===== src/hdl/rar_fadd.sv =====
// Three-stage IEEE single-precision adder, round to nearest even,
// subnormals kept. Stages advance on en. No package dependency.
`default_nettype none

module rar_fadd (
    input  wire logic        clk,
    input  wire logic        en,
    input  wire logic [31:0] a,
    input  wire logic [31:0] b,
    output logic [31:0]      sum
);

    // stage 1: specials, swap, align
    logic        nan_a, nan_b, inf_a, inf_b, a_big;
    logic [31:0] x, y, spec_val;
    logic        spec;
    logic [7:0]  ex, ey, d;
    logic [4:0]  d_sat;
    logic [26:0] mx, my, my_sh;
    logic [27:0] mask;
    logic        sticky;

    logic        s2_spec_reg, s2_sign_reg, s2_sub_reg;
    logic [31:0] s2_sval_reg;
    logic [7:0]  s2_ex_reg;
    logic [26:0] s2_mx_reg, s2_my_reg;

    // stage 2: add and leading-zero count
    logic [27:0] add;
    logic [4:0]  lz;

    logic        s3_spec_reg, s3_sign_reg, s3_sub_reg;
    logic [31:0] s3_sval_reg;
    logic [7:0]  s3_ex_reg;
    logic [27:0] s3_sum_reg;
    logic [4:0]  s3_lz_reg;

    // stage 3: normalize and round
    logic [26:0] n;
    logic [8:0]  e;
    logic [4:0]  sh;
    logic [7:0]  cap, e_enc;
    logic        up;
    logic [30:0] rnd;
    logic [31:0] res;
    logic [31:0] sum_reg;

    always_comb begin
        nan_a = (a[30:23] == 8'hFF) && (a[22:0] != '0);
        nan_b = (b[30:23] == 8'hFF) && (b[22:0] != '0);
        inf_a = (a[30:23] == 8'hFF) && (a[22:0] == '0);
        inf_b = (b[30:23] == 8'hFF) && (b[22:0] == '0);
        spec  = 1'b1;
        if (nan_a) spec_val = a | 32'h0040_0000;
        else if (nan_b) spec_val = b | 32'h0040_0000;
        else if (inf_a && inf_b && (a[31] != b[31])) spec_val = 32'hFFC0_0000;
        else if (inf_a) spec_val = a;
        else if (inf_b) spec_val = b;
        else begin
            spec     = 1'b0;
            spec_val = '0;
        end
        a_big = a[30:0] >= b[30:0];
        x     = a_big ? a : b;
        y     = a_big ? b : a;
        ex    = (x[30:23] == '0) ? 8'd1 : x[30:23];
        ey    = (y[30:23] == '0) ? 8'd1 : y[30:23];
        mx    = {x[30:23] != '0, x[22:0], 3'b000};
        my    = {y[30:23] != '0, y[22:0], 3'b000};
        d     = ex - ey;
        d_sat = (d > 8'd26) ? 5'd27 : d[4:0];
        mask  = (28'd1 << d_sat) - 28'd1;
        sticky = |(my & mask[26:0]);
        my_sh  = (my >> d_sat) | {26'b0, sticky};
    end

    function automatic logic [4:0] lzc28(input logic [27:0] v);
        logic [4:0] c;
        c = 5'd28;
        for (int i = 0; i < 28; i++) begin
            if (v[i]) c = 5'(27 - i);
        end
        return c;
    endfunction

    always_comb begin
        add = s2_sub_reg ? ({1'b0, s2_mx_reg} - {1'b0, s2_my_reg})
                         : ({1'b0, s2_mx_reg} + {1'b0, s2_my_reg});
        lz  = lzc28(add);
    end

    always_comb begin
        n   = '0;
        e   = '0;
        sh  = '0;
        cap = s3_ex_reg - 8'd1;
        if (s3_sum_reg[27]) begin
            n = {s3_sum_reg[27:2], s3_sum_reg[1] | s3_sum_reg[0]};
            e = {1'b0, s3_ex_reg} + 9'd1;
        end else begin
            sh = s3_lz_reg - 5'd1;
            if ({3'b0, sh} > cap) sh = cap[4:0];
            n = s3_sum_reg[26:0] << sh;
            e = {1'b0, s3_ex_reg} - {4'b0, sh};
        end
        e_enc = n[26] ? e[7:0] : 8'd0;
        up    = n[2] & (n[1] | n[0] | n[3]);
        rnd   = {e_enc, n[25:3]} + {30'b0, up};
        if (s3_spec_reg) res = s3_sval_reg;
        else if (s3_sum_reg == '0) res = {s3_sub_reg ? 1'b0 : s3_sign_reg, 31'b0};
        else if (e >= 9'd255) res = {s3_sign_reg, 8'hFF, 23'b0};
        else res = {s3_sign_reg, rnd};
    end

    always_ff @(posedge clk) begin
        if (en) begin
            s2_spec_reg <= spec;
            s2_sval_reg <= spec_val;
            s2_sign_reg <= x[31];
            s2_sub_reg  <= a[31] ^ b[31];
            s2_ex_reg   <= ex;
            s2_mx_reg   <= mx;
            s2_my_reg   <= my_sh;
            s3_spec_reg <= s2_spec_reg;
            s3_sval_reg <= s2_sval_reg;
            s3_sign_reg <= s2_sign_reg;
            s3_sub_reg  <= s2_sub_reg;
            s3_ex_reg   <= s2_ex_reg;
            s3_sum_reg  <= add;
            s3_lz_reg   <= lz;
            sum_reg     <= res;
        end
    end

    assign sum = sum_reg;

endmodule

`default_nettype wire


===== config.mk =====
export PLATFORM = sky130hd
export DESIGN_NAME = rar_fadd
export DESIGN_NICKNAME = d
export VERILOG_FILES = /design/src/hdl/rar_fadd.sv
export SDC_FILE = /design/constraint.sdc
export NUM_CORES = 1
export LEC_CHECK = 0
export BUFFER_PORTS_ARGS = -buffer_cell sky130_fd_sc_hd__buf_2
export CORE_MARGIN = 3
export CORE_UTILIZATION = 30
export CTS_CLUSTER_DIAMETER = 60
export DETAILED_ROUTE_END_ITERATION = 12
export PLACE_DENSITY = 0.53
export SYNTH_ARGS = -nofsm -noshare
export SYNTH_HDL_FRONTEND = slang
export SYNTH_SLANG_ARGS = --single-unit

===== constraint.sdc =====
create_clock -name clk -period 6.5 [get_ports clk]
set_clock_uncertainty 0.2 [all_clocks]
set_input_delay 0.325 -clock clk [delete_from_list [all_inputs] [get_ports clk]]
set_output_delay 0.325 -clock clk [all_outputs]
set_load 0.05 [all_outputs]

==> out/qor.txt <==
Via density -> 5.70
power per cell area -> 350 nW/µm²
ys async rst share -> 0
# H-tree levels -> 1
Post-Route WL -> 70200 µm
Fmax -> 162 MHz
worst-path fanout max -> 27
cell count after synthesis -> 2012
Util after Layout -> 0.371
first-pass GRT wire length -> 105000 µm
Die X -> 249 µm
initial antenna violation count -> 0
max_cap viols -> 0
CTS tree -> yes
Req. time, crit path -> 6.59 ns
crit path kind -> register to register
register area share after synthesis -> 0.342
fin area -> 21500 µm²
Power, Total -> 0.00753 W
Post-DP Area -> 20600 µm²
Core Area -> 58000 µm²
reg-to-reg endpoint -> sum[21]
Final Cycle Share -> 0.947
remaining antenna violation count after routing -> 0
largest net degree at the start of global routing -> 72
Initial Util -> 0.305
FF-to-FF Start -> s3_ex_reg[0]
commonest non-fill, non-tap cell in the layout -> nand2_1
Overflow after GRT -> 0
slew margin rel. -> 0.334
Root Buffer -> clkbuf_16
Final HPWL DP -> 56500 µm
Clk Latency, worst-skew pair -> 0.55 ns
most frequent cells in the layout -> nand2_1, buf_4, edfxtp_1
Tmin final -> 6.16 ns
setup violators final -> 0
via count -> 17.5k
Hold Vio Cnt, Final -> 0
DRT iter0 DRCs -> 1608
status -> finished, final reports clean
io pins -> 98
most common flop cell mapped by yosys -> edfxtp_1
Max Root-Sink Buffers -> 3
CP arrival -> 6.24 ns
hold path start -> b[21]
Max VDD drop -> 0.000244 V
Synth Register Bits -> 202
Hold WS -> 0.0607 ns
Critical Path End Type -> register
cts bufs inserted -> 24
leakage -> 8.84 nW
worst r2r path cells -> 21
wire per inst -> 22.9 µm
1st-pass router iterations -> 5
Syn. warnings -> 0
syn_nets -> 2187
Syn Area/Cell -> 8.80 µm²
nets -> 2454
Routability Congestion -> 0.957
hold endpoint -> s2_sval_reg[21]
PortBufs -> 97
ANT cells -> 0
Post-synth EDFFs -> 202
DRC violations left -> 0
Area Growth Syn to Fin -> 21.6%
reg-to-reg slack, setup -> 0.34 ns
clk slew on worst S/H paths -> 0.06 ns
Distinct cells, synth -> 110
Die Height -> 249 µm
Cell Area, Synth -> 17700 µm²
share of cells above drive strength 1 -> 0.205
row count -> 88
number of global-route vias before repair -> 16.7k
hold path depth -> 2
die area -> 62000 µm²
worst slew pin tran -> 0.992 ns
crit path launch type -> register
final slew viol count -> 0
clk sinks -> 202
total track usage -> 0.217
Hold Crit Class -> input port to register
-- cells by family (layout without fill, tap and decap cells) --
family	after synthesis	after routing	synth area share
xor+xnor	73	73	0.0361
flops	202	202	0.342
simple gates	635	635	0.175
mux	73	73	0.0445
compound gates	697	697	0.271
fa+ha+maj	109	109	0.0783
buf+inv	223	508	0.0526
-- synth_stat cells, types with 9 or more instances --
library cell / n / area, µm²
o211ai_1: 21 / 158
mux2_2: 9 / 101
inv_1: 116 / 435
o21bai_1: 19 / 143
nand4_1: 18 / 113
nor2b_1: 16 / 100
ha_1: 106 / 1330
a21oi_1: 146 / 731
o31ai_1: 14 / 105
nor3_1: 46 / 230
nand2b_1: 19 / 119
o21ai_0: 140 / 701
a22o_1: 41 / 359
xor2_1: 22 / 193
a311oi_1: 24 / 210
clkbuf_1: 70 / 263
nand3_1: 47 / 235
a21o_1: 37 / 278
o21a_1: 13 / 97.6
mux2i_1: 59 / 591
nor4_1: 32 / 200
xnor2_1: 51 / 447
a22oi_1: 32 / 240
nor2_1: 123 / 462
edfxtp_1: 202 / 6070
a31oi_1: 18 / 113
nand2_1: 244 / 916
or3_1: 11 / 68.8
a211oi_1: 31 / 233
o21ai_1: 15 / 75.1
a221oi_1: 13 / 114
buf_2: 12 / 60.1
and3_1: 17 / 106
o22ai_1: 21 / 131
and2_1: 12 / 75.1
-- how the worst max path moves through the flow --
| stage | start | end | slack [ns] | depth (start not counted) |
|---|---|---|---|---|
| 2_1_floorplan | b[12] | s2_my_reg[0] | -0.08 | 32 |
| 3_3_place_gp | b[12] | s2_my_reg[0] | -0.27 | 33 |
| 3_5_place_dp | b[12] | s2_my_reg[0] | -0.22 | 33 |
| 4_1_cts | s3_ex_reg[0] | sum[2] | 0.04 | 25 |
| 5_1_grt | b[12] | s2_my_reg[0] | -0.04 | 33 |
| 6_report | s3_ex_reg[0] | sum[21] | 0.34 | 21 |
-- power by group --
part	total (W)	internal (W)	switching, W	leakage, nW
Clock	0.00130	0.000752	0.000546	0.382
Sequential	0.00187	0.00168	0.000190	1.97
Combinational	0.00436	0.00161	0.00275	6.49
Total	0.00753	0.00404	0.00349	8.84
-- through the flow --
stage	cells	setup WS, ns	TNS [ns]
after floorplan	2012	-0.0756	-0.0756
after global placement	3014	-0.267	-1.18
after detailed placement	3014	-0.224	-1.90
after CTS	3061	0.0442	0
after global routing	3062	-0.0412	-0.0412
final	3062	0.343	0
-- metal layers --
layer  GRT usage  part of all wire  vias up
met5           0                 0        -
met4      0.0754             0.042        0
met3      0.0230             0.052      152
met2       0.360              0.47      662
met1       0.294              0.44     8450
li1            -                 -     8197
-- critical path, stage by stage (launching register included) --
cell      delay (ns)
edfxtp_1        0.46
inv_2           0.09
ha_2            0.21
or3b_4          0.41
xor2_2          0.16
ha_1            0.33
and3_1          0.19
a32oi_2         0.27
and4b_2         0.34
buf_4           0.18
buf_4           0.32
a21oi_1         0.12
a311oi_1        0.69
a22oi_1         0.19
and2_1          0.29
a221oi_1        0.36
o21a_1          0.27
nor3_2          0.07
buf_4           0.16
nand3_1         0.09
xor2_1          0.31
o21ai_0         0.14
-- repair_timing --
| action | CTS | global route |
|---|---|---|
| endpoints found under the hold margin | 3 | 0 |
| hold buffers | 3 | 0 |
| setup endpoints to repair | 1 | 39 |
| gates cloned | 0 | 0 |
| buffers inserted | 0 | 1 |
| pin swaps | 0 | 8 |
| resized for setup | 1 | 38 |
-- final cells by class --
| class | count | area [µm²] |
|---|---|---|
| fill | 5894 | 36500 |
| multi-input combinational | 1587 | 10900 |
| sequential | 202 | 6070 |
| timing repair buffer | 345 | 2390 |
| tap | 765 | 957 |
| clock buffer | 28 | 637 |
| inverter | 119 | 448 |
| clock inverter | 16 | 134 |
No activity file was read; power rests on OpenSTA's default activity.
