`src/hdl/rar_pkg.sv`:
```
// Package for the ring all-reduce node: field widths, item kind codes,
// register indexes, internal operation codes and the control word type.
// No dependencies.
`default_nettype none

package rar_pkg;

    localparam int MAX_RANKS_DEF = 16;
    localparam int MAX_BLOCK_DEF = 256;

    localparam int KIND_W     = 2;
    localparam int IDX_W      = 12;
    localparam int VAL_W      = 32;
    localparam int CFG_IDX_W  = 2;
    localparam int CFG_DATA_W = 9;
    localparam int RS_W       = 5;
    localparam int NR_W       = 4;
    localparam int BL_W       = 9;

    // item kinds
    localparam logic [KIND_W-1:0] KIND_LOAD = 2'd0;
    localparam logic [KIND_W-1:0] KIND_SEND = 2'd1;
    localparam logic [KIND_W-1:0] KIND_RECV = 2'd2;

    // register indexes
    localparam logic [CFG_IDX_W-1:0] CFG_RING_SIZE = 2'd0;
    localparam logic [CFG_IDX_W-1:0] CFG_NODE_RANK = 2'd1;
    localparam logic [CFG_IDX_W-1:0] CFG_BLOCK_LEN = 2'd2;

    // pipeline operations
    localparam int OP_W = 3;
    localparam logic [OP_W-1:0] OP_NONE = 3'd0;
    localparam logic [OP_W-1:0] OP_LOAD = 3'd1;
    localparam logic [OP_W-1:0] OP_SEND = 3'd2;
    localparam logic [OP_W-1:0] OP_RSUM = 3'd3;
    localparam logic [OP_W-1:0] OP_GATH = 3'd4;

    typedef struct packed {
        logic [OP_W-1:0] op;
        logic            rd;    // reads the local vector
        logic            fwd;   // all-gather word goes downstream
        logic            done;  // last word of the round
    } ctl_t;

    function automatic logic op_writes(input logic [OP_W-1:0] op);
        op_writes = (op == OP_LOAD) || (op == OP_RSUM) || (op == OP_GATH);
    endfunction

endpackage

`default_nettype wire

```
`src/hdl/rar_seq.sv`:
```
// Round sequencer: config registers, phase/step/element counters and
// the per-word address and operation decode. Depends on rar_pkg.
`default_nettype none

module rar_seq import rar_pkg::*; #(
    parameter int MAX_RANKS = MAX_RANKS_DEF,
    parameter int MAX_BLOCK = MAX_BLOCK_DEF,
    parameter int AW        = $clog2(MAX_RANKS * MAX_BLOCK)
) (
    input  wire logic                  clk,
    input  wire logic                  rstn,
    input  wire logic                  cfg_wr_en,
    input  wire logic [CFG_IDX_W-1:0]  cfg_index,
    input  wire logic [CFG_DATA_W-1:0] cfg_wdata,
    input  wire logic                  accept,
    input  wire logic [KIND_W-1:0]     s_kind,
    input  wire logic [IDX_W-1:0]      s_elem_index,
    output ctl_t                       ctl,
    output logic [AW-1:0]              pos
);

    localparam int PW = $clog2(MAX_RANKS + 1);
    localparam int RW = $clog2(MAX_RANKS);
    localparam int BW = $clog2(MAX_BLOCK + 1);
    localparam int LW = $clog2(MAX_RANKS * MAX_BLOCK + 1);
    localparam int EW = (LW > IDX_W) ? LW : IDX_W;
    localparam int TW = PW + 1;
    localparam int OW = RW + BW + 1;

    logic [RS_W-1:0] rs_reg, rs_next;
    logic [NR_W-1:0] nr_reg, nr_next;
    logic [BL_W-1:0] blr_reg, blr_next;
    logic [PW-1:0]   p_reg, p_next;
    logic [BW-1:0]   bl_reg, bl_next;
    logic [RW-1:0]   r_reg, r_next;
    logic [LW-1:0]   lim_reg, lim_next;
    logic            cfg_hit;
    logic [7:0]      p8;
    logic [12:0]     b13;
    logic [11:0]     rem;

    logic            phase_reg;
    logic [PW-1:0]   step_reg;
    logic [BW-1:0]   recv_reg;
    logic [BW-1:0]   own_reg;

    logic [TW-1:0]   r_t, p_t, s_t, t0, t1, step_inc;
    logic [RW-1:0]   blk;
    logic [BW-1:0]   cnt;
    logic [OW-1:0]   off;
    logic [EW-1:0]   idx_e, lim_e;
    logic            last_elem;

    // register writes and derived values
    always_comb begin
        rs_next  = rs_reg;
        nr_next  = nr_reg;
        blr_next = blr_reg;
        cfg_hit  = 1'b0;
        if (cfg_wr_en) begin
            case (cfg_index)
                CFG_RING_SIZE: begin
                    rs_next = cfg_wdata[RS_W-1:0];
                    cfg_hit = 1'b1;
                end
                CFG_NODE_RANK: begin
                    nr_next = cfg_wdata[NR_W-1:0];
                    cfg_hit = 1'b1;
                end
                CFG_BLOCK_LEN: begin
                    blr_next = cfg_wdata[BL_W-1:0];
                    cfg_hit  = 1'b1;
                end
                default: ;
            endcase
        end
        if (rs_next < 5'd2) p8 = 8'd2;
        else if ({3'b0, rs_next} > 8'(MAX_RANKS)) p8 = 8'(MAX_RANKS);
        else p8 = {3'b0, rs_next};
        if (blr_next == '0) b13 = 13'd1;
        else if ({4'b0, blr_next} > 13'(MAX_BLOCK)) b13 = 13'(MAX_BLOCK);
        else b13 = {4'b0, blr_next};
        // rank modulo ring size, four restoring steps
        rem = {8'b0, nr_next};
        for (int i = 3; i >= 0; i--) begin
            if (rem >= ({4'b0, p8} << i)) rem = rem - ({4'b0, p8} << i);
        end
        p_next   = p8[PW-1:0];
        bl_next  = b13[BW-1:0];
        r_next   = rem[RW-1:0];
        lim_next = LW'(p_next * bl_next);
    end

    // address decode
    always_comb begin
        r_t   = TW'(r_reg);
        p_t   = TW'(p_reg);
        s_t   = TW'(step_reg);
        t0    = r_t + p_t - TW'(1) - s_t;
        if (t0 >= p_t) t0 = t0 - p_t;
        t1    = r_t + p_t - s_t;
        if (t1 >= p_t) t1 = t1 - p_t;
        step_inc  = s_t + TW'(1);
        last_elem = ({1'b0, recv_reg} + (BW+1)'(1)) >= {1'b0, bl_reg};
        idx_e = EW'(s_elem_index);
        lim_e = EW'(lim_reg);
        ctl   = '0;
        blk   = r_reg;
        cnt   = own_reg;
        case (s_kind)
            KIND_LOAD: begin
                if (idx_e < lim_e) ctl.op = OP_LOAD;
            end
            KIND_SEND: begin
                if (own_reg < bl_reg) begin
                    ctl.op = OP_SEND;
                    ctl.rd = 1'b1;
                end
            end
            KIND_RECV: begin
                cnt = recv_reg;
                if (!phase_reg) begin
                    blk    = t0[RW-1:0];
                    ctl.op = OP_RSUM;
                    ctl.rd = 1'b1;
                end else begin
                    blk      = t1[RW-1:0];
                    ctl.op   = OP_GATH;
                    ctl.fwd  = !(step_inc >= p_t);
                    ctl.done = (step_inc >= p_t) && last_elem;
                end
            end
            default: ;
        endcase
        off = OW'(blk) * OW'(bl_reg) + OW'(cnt);
        pos = (ctl.op == OP_LOAD) ? idx_e[AW-1:0] : off[AW-1:0];
    end

    always_ff @(posedge clk) begin
        if (!rstn) begin
            rs_reg    <= RS_W'(2);
            nr_reg    <= '0;
            blr_reg   <= BL_W'(1);
            p_reg     <= PW'(2);
            bl_reg    <= BW'(1);
            r_reg     <= '0;
            lim_reg   <= LW'(2);
            phase_reg <= 1'b0;
            step_reg  <= '0;
            recv_reg  <= '0;
            own_reg   <= '0;
        end else begin
            rs_reg  <= rs_next;
            nr_reg  <= nr_next;
            blr_reg <= blr_next;
            p_reg   <= p_next;
            bl_reg  <= bl_next;
            r_reg   <= r_next;
            lim_reg <= lim_next;
            if (cfg_hit) begin
                phase_reg <= 1'b0;
                step_reg  <= '0;
                recv_reg  <= '0;
                own_reg   <= '0;
            end else if (accept) begin
                case (ctl.op)
                    OP_SEND: own_reg <= own_reg + BW'(1);
                    OP_RSUM, OP_GATH: begin
                        if (!last_elem) begin
                            recv_reg <= recv_reg + BW'(1);
                        end else begin
                            recv_reg <= '0;
                            if (!phase_reg) begin
                                if (step_inc >= p_t - TW'(1)) begin
                                    step_reg  <= '0;
                                    phase_reg <= 1'b1;
                                end else begin
                                    step_reg <= step_inc[PW-1:0];
                                end
                            end else if (step_inc >= p_t) begin
                                // round complete
                                step_reg  <= '0;
                                phase_reg <= 1'b0;
                                own_reg   <= '0;
                            end else begin
                                step_reg <= step_inc[PW-1:0];
                            end
                        end
                    end
                    default: ;
                endcase
            end
        end
    end

endmodule

`default_nettype wire

```
`config.mk`:
```
export PLATFORM = sky130hd
export DESIGN_NAME = rar_seq
export DESIGN_NICKNAME = d
export VERILOG_FILES = /design/src/hdl/rar_pkg.sv /design/src/hdl/rar_seq.sv
export SDC_FILE = /design/constraint.sdc
export NUM_CORES = 1
export LEC_CHECK = 0
export BUFFER_PORTS_ARGS = -buffer_cell sky130_fd_sc_hd__buf_4
export CORE_AREA = 2 2 116 118
export CTS_BUF_LIST = sky130_fd_sc_hd__clkbuf_2
export DETAILED_ROUTE_END_ITERATION = 10
export DIE_AREA = 0 0 118 120
export PLACE_DENSITY_LB_ADDON = 0.08
export SETUP_SLACK_MARGIN = 0.1
export SYNTH_ARGS = -nofsm -noshare
export SYNTH_HDL_FRONTEND = slang
export SYNTH_SLANG_ARGS = --single-unit
```
`constraint.sdc`:
```
create_clock -name clk -period 15 [get_ports clk]
set_clock_uncertainty 0.2 [all_clocks]
set_input_delay 4.5 -clock clk [delete_from_list [all_inputs] [get_ports clk]]
set_output_delay 4.5 -clock clk [all_outputs]
set_load 0.03 [all_outputs]
```
==> summary.txt <==
Min path
  – Hold crit path type: reg -> reg
  – Hold Startpoint: step_reg[4]
  – Hold path depth: 2
  – Hold endpoint: step_reg[4]

Yosys
  – YS warnings: 0
  – Share of the yosys chip area belonging to registers: 0.175
  – Mapped Area: approximately 0.0083 mm²
  – Cell variety after synth: 71
  – Synth async-reset ratio: 0
  – Top post-synthesis cells by area: ha_1 19%, dfxtp_1 17%, fa_1 12%
  – Post-Synthesis Cells: roughly 1000
  – Seq cells post-synth: 72
  – Syn Area/Cell: 8.44 µm²
  – Area leader, netlist: ha_1
  – EDFF count, synth: 0
  – Top_reg_cell synth: dfxtp_1
  – Area share of the largest cell type after synthesis: 0.191
  – Post-Syn Nets: between 1000 and 1500

Timing
  – Slew margin rel.: 0.212
  – Final hold vios: 0
  – Worst Max-Slew Pin Slew: between 1 and 1.5 ns
  – RSZ-0062 raised after global routing: no
  – Final Cycle Share: 0.961
  – Setup TNS: 0 ns
  – Fmax: around 70 MHz
  – Final WS setup: 0.584 ns
  – Minimum clock period: about 14 ns
  – # setup viols final: 0
  – Max Slew Vio Count: 0

Drt
  – WL met3: 886 µm
  – Met1 wire length: 8320 µm
  – Remaining antenna violation count: 0
  – Initial DRC Count: 339
  – Drt wl/cell: approximately 16 µm
  – Initial DRT Pass Iterations: 5
  – Met2 routed WL: slightly below 9000 µm
  – Vias: around 7000
  – DRC Markers: 0
  – Top sig layer: met4
  – Via density: about 5.7
  – Final WL: about 19000 µm

Placed design
  – Placed Cells: 1179
  – Final Wtd Congestion: between 0.8 and 0.9
  – Hpwl dp: 15200 µm
  – Pre-CTS setup slack: about 0.58 ns
  – Port Buf Inserts: between 40 and 50
  – Placed Area: a little under 0.009 mm²

Cells and area
  – Final Util: 0.687
  – Max reg flops: 13
  – Final cell count without fillers: 1195
  – Final Instance Area: between 0.008 and 0.009 mm²
  – Final nets: 1218
  – ANT cells: 0
  – Fill cells: around 1100
  – Fraction of layout cells with a size suffix above 1: 0.0991
  – P&R area growth vs syn: 7.99%

Worst setup path
  – Type of element launching the critical path: input port
  – CP required: between 10 and 15 ns
  – Setup crit end kind: output pin
  – Worst EP arrival: 9.72 ns
  – CP Cell Sequence: buf_4, inv_1, ha_1, nand2_1, a21oi_1, mux2i_1, o221a_1, nand2_1, fa_1, fa_1, fa_1, inv_1, ha_1, a21o_1, a211oi_1, nor2_1, nor4_1, o41ai_1, xnor2_1, and3_1, o31a_1, buf_4
  – Reg2reg end: r_reg[1]
  – CP max FO: 10
  – Largest stage delay, worst path: ~0.55 ns
  – Worst R2R Start: rs_reg[2]
  – Crit-path slowest cell: o41ai_1
  – R2R setup slack: ~7.4 ns
  – Cell family with most CP delay: adder cells
  – R2r worst-path depth: 35
  – Class of the most critical setup path: in -> out
  – Most used cell, CP: fa_1
  – Worst path bufs/invs: 4

Clock network
  – # resized after CTS: 0
  – Total clock sinks: between 70 and 80
  – Worst-path clk slew: 0.23 ns
  – Setup Fix Bufs, Post-CTS: 0
  – H-Tree Level Count: 3
  – TritonCTS buffer count: 9
  – Clk buf depth: 2
  – Clk Latency, worst-skew pair: between 0.5 and 0.6 ns
  – Cts-stage hold buffer count: 0
  – CTS tree: done
  – CTS root buffer: clkbuf_2

Global routing
  – Vias in the first global route: slightly below 7000
  – GRT Total Usage: 0.280
  – Largest net degree at the start of global routing: 39
  – Initial antenna violation count: 0
  – First-pass GRT wire length: 32200 µm
  – GRT overflow: 0

Status
  – Status: completed

Floorplanning
  – Die Wd: between 100 and 150 µm
  – Core Region: 0.0130 mm²
  – Die Y: about 120 µm
  – Row Count: 42
  – DIE AREA: 0.0142 mm²
  – Starting Density: 0.636
  – I/O Pins: 47

Pwr
  – Peak VDD IR: between 0.07 and 0.08 mV
  – Pwr dens: between 100 and 150 mW/mm²
  – Cell leakage power: between 4 and 5 nW

Run
  – Number of max-cap violations: 0
layout make-up:
| type | instances | area, µm² | share of cell area |
|---|---|---|---|
| multi-input combinational | 782 | 6350 | 0.712 |
| sequential | 72 | 1440 | 0.162 |
| timing repair buffer | 50 | 375 | 0.0421 |
| inverter | 99 | 372 | 0.0417 |
| tap | 176 | 220 | 0.0247 |
| clock inverter | 7 | 109 | 0.0122 |
| clock buffer | 9 | 45.0 | 0.00505 |
cells in the mapped netlist, drive strengths merged, types with 3 or more instances:
cell type / number
nor3: 27
o211ai: 3
a21boi: 4
nand3b: 7
nand2b: 14
or3: 14
dfxtp: 72
nand3: 23
o21ai: 39
a31oi: 7
and3: 15
nor4: 6
nor2: 74
fa: 49
buf: 5
xnor2: 30
a211oi: 7
xor2: 22
ha: 126
clkbuf: 20
a21o: 26
nor2b: 13
o21a: 8
mux2: 21
mux2i: 34
and2: 21
nand2: 98
a21oi: 55
inv: 99
worst max path at each step:
stage / slack (ns) / cells past startpoint / startpoint / end
final: 0.58 / 22 / s_kind[0] / pos[11]
after global routing: 0.23 / 22 / s_kind[0] / pos[11]
after CTS: 0.57 / 22 / s_kind[0] / pos[11]
after detailed placement: 0.58 / 22 / s_kind[0] / pos[11]
after global placement: 0.69 / 22 / s_kind[0] / pos[11]
after floorplan: 1.25 / 22 / s_kind[0] / pos[11]
logic make-up after synthesis:
logic type,Yosys count,share of synthesized area
adder cells (fa/ha/maj),175,0.310
buffers and inverters,124,0.0567
AO/OA/AOI/OAI,175,0.139
flip-flops,72,0.175
multiplexers,55,0.0708
AND/OR/NAND/NOR,324,0.193
other,1,0.000454
XOR/XNOR,52,0.0552
metrics by stage:
| stage | hold slack [ns] | total power [mW] |
|---|---|---|
| 6_report | 0.316 | 0.965 |
| 5_1_grt | 0.351 | 1.05 |
| 4_1_cts | 0.318 | 0.967 |
| 3_5_place_dp | 0.274 | 0.820 |
| 3_3_place_gp | 0.263 | 0.812 |
| 2_1_floorplan | 0.245 | 0.689 |
where the power goes:
| group | total [mW] | internal (mW) | switching (mW) |
|---|---|---|---|
| Clock | 0.143 | 0.0591 | 0.0842 |
| Combinational | 0.612 | 0.273 | 0.339 |
| Sequential | 0.210 | 0.201 | 0.00902 |
| Total | 0.965 | 0.533 | 0.432 |
cell usage in the layout, fill, tap and decap left out, types with 4 or more instances in the layout:
cell type / n
buf_4: 50
inv_1: 97
a31oi_1: 7
and2_1: 21
nor2b_1: 13
nand2b_1: 14
o21ai_0: 38
nor4_1: 4
o21a_1: 8
a21oi_1: 55
a211oi_1: 7
xor2_1: 22
nand3b_1: 7
mux2_2: 18
clkbuf_2: 9
a21o_1: 26
mux2i_1: 34
fa_1: 49
and3_1: 15
nor2_1: 74
xnor2_1: 30
a21boi_0: 4
nor3_1: 27
or3_1: 14
nand2_1: 97
dfxtp_1: 72
nand3_1: 22
ha_1: 126
worst reg2reg max path: cells and delay by family (launching register included):
family / cells / cell delay [ns]
simple gates: 13 / 1.95
compound gates: 11 / 2.61
buf+inv: 4 / 0.47
flops: 1 / 0.40
fa+ha+maj: 5 / 1.36
mux: 2 / 0.49
routing by layer:
| metal | up-vias | track usage |
|---|---|---|
| met2 | 156 | 0.473 |
| met4 | 0 | 0.114 |
| met3 | 40 | 0.0623 |
| met5 | - | 0 |
| met1 | 3186 | 0.349 |
| li1 | 3445 | - |
(Power assumes the default switching activity.)
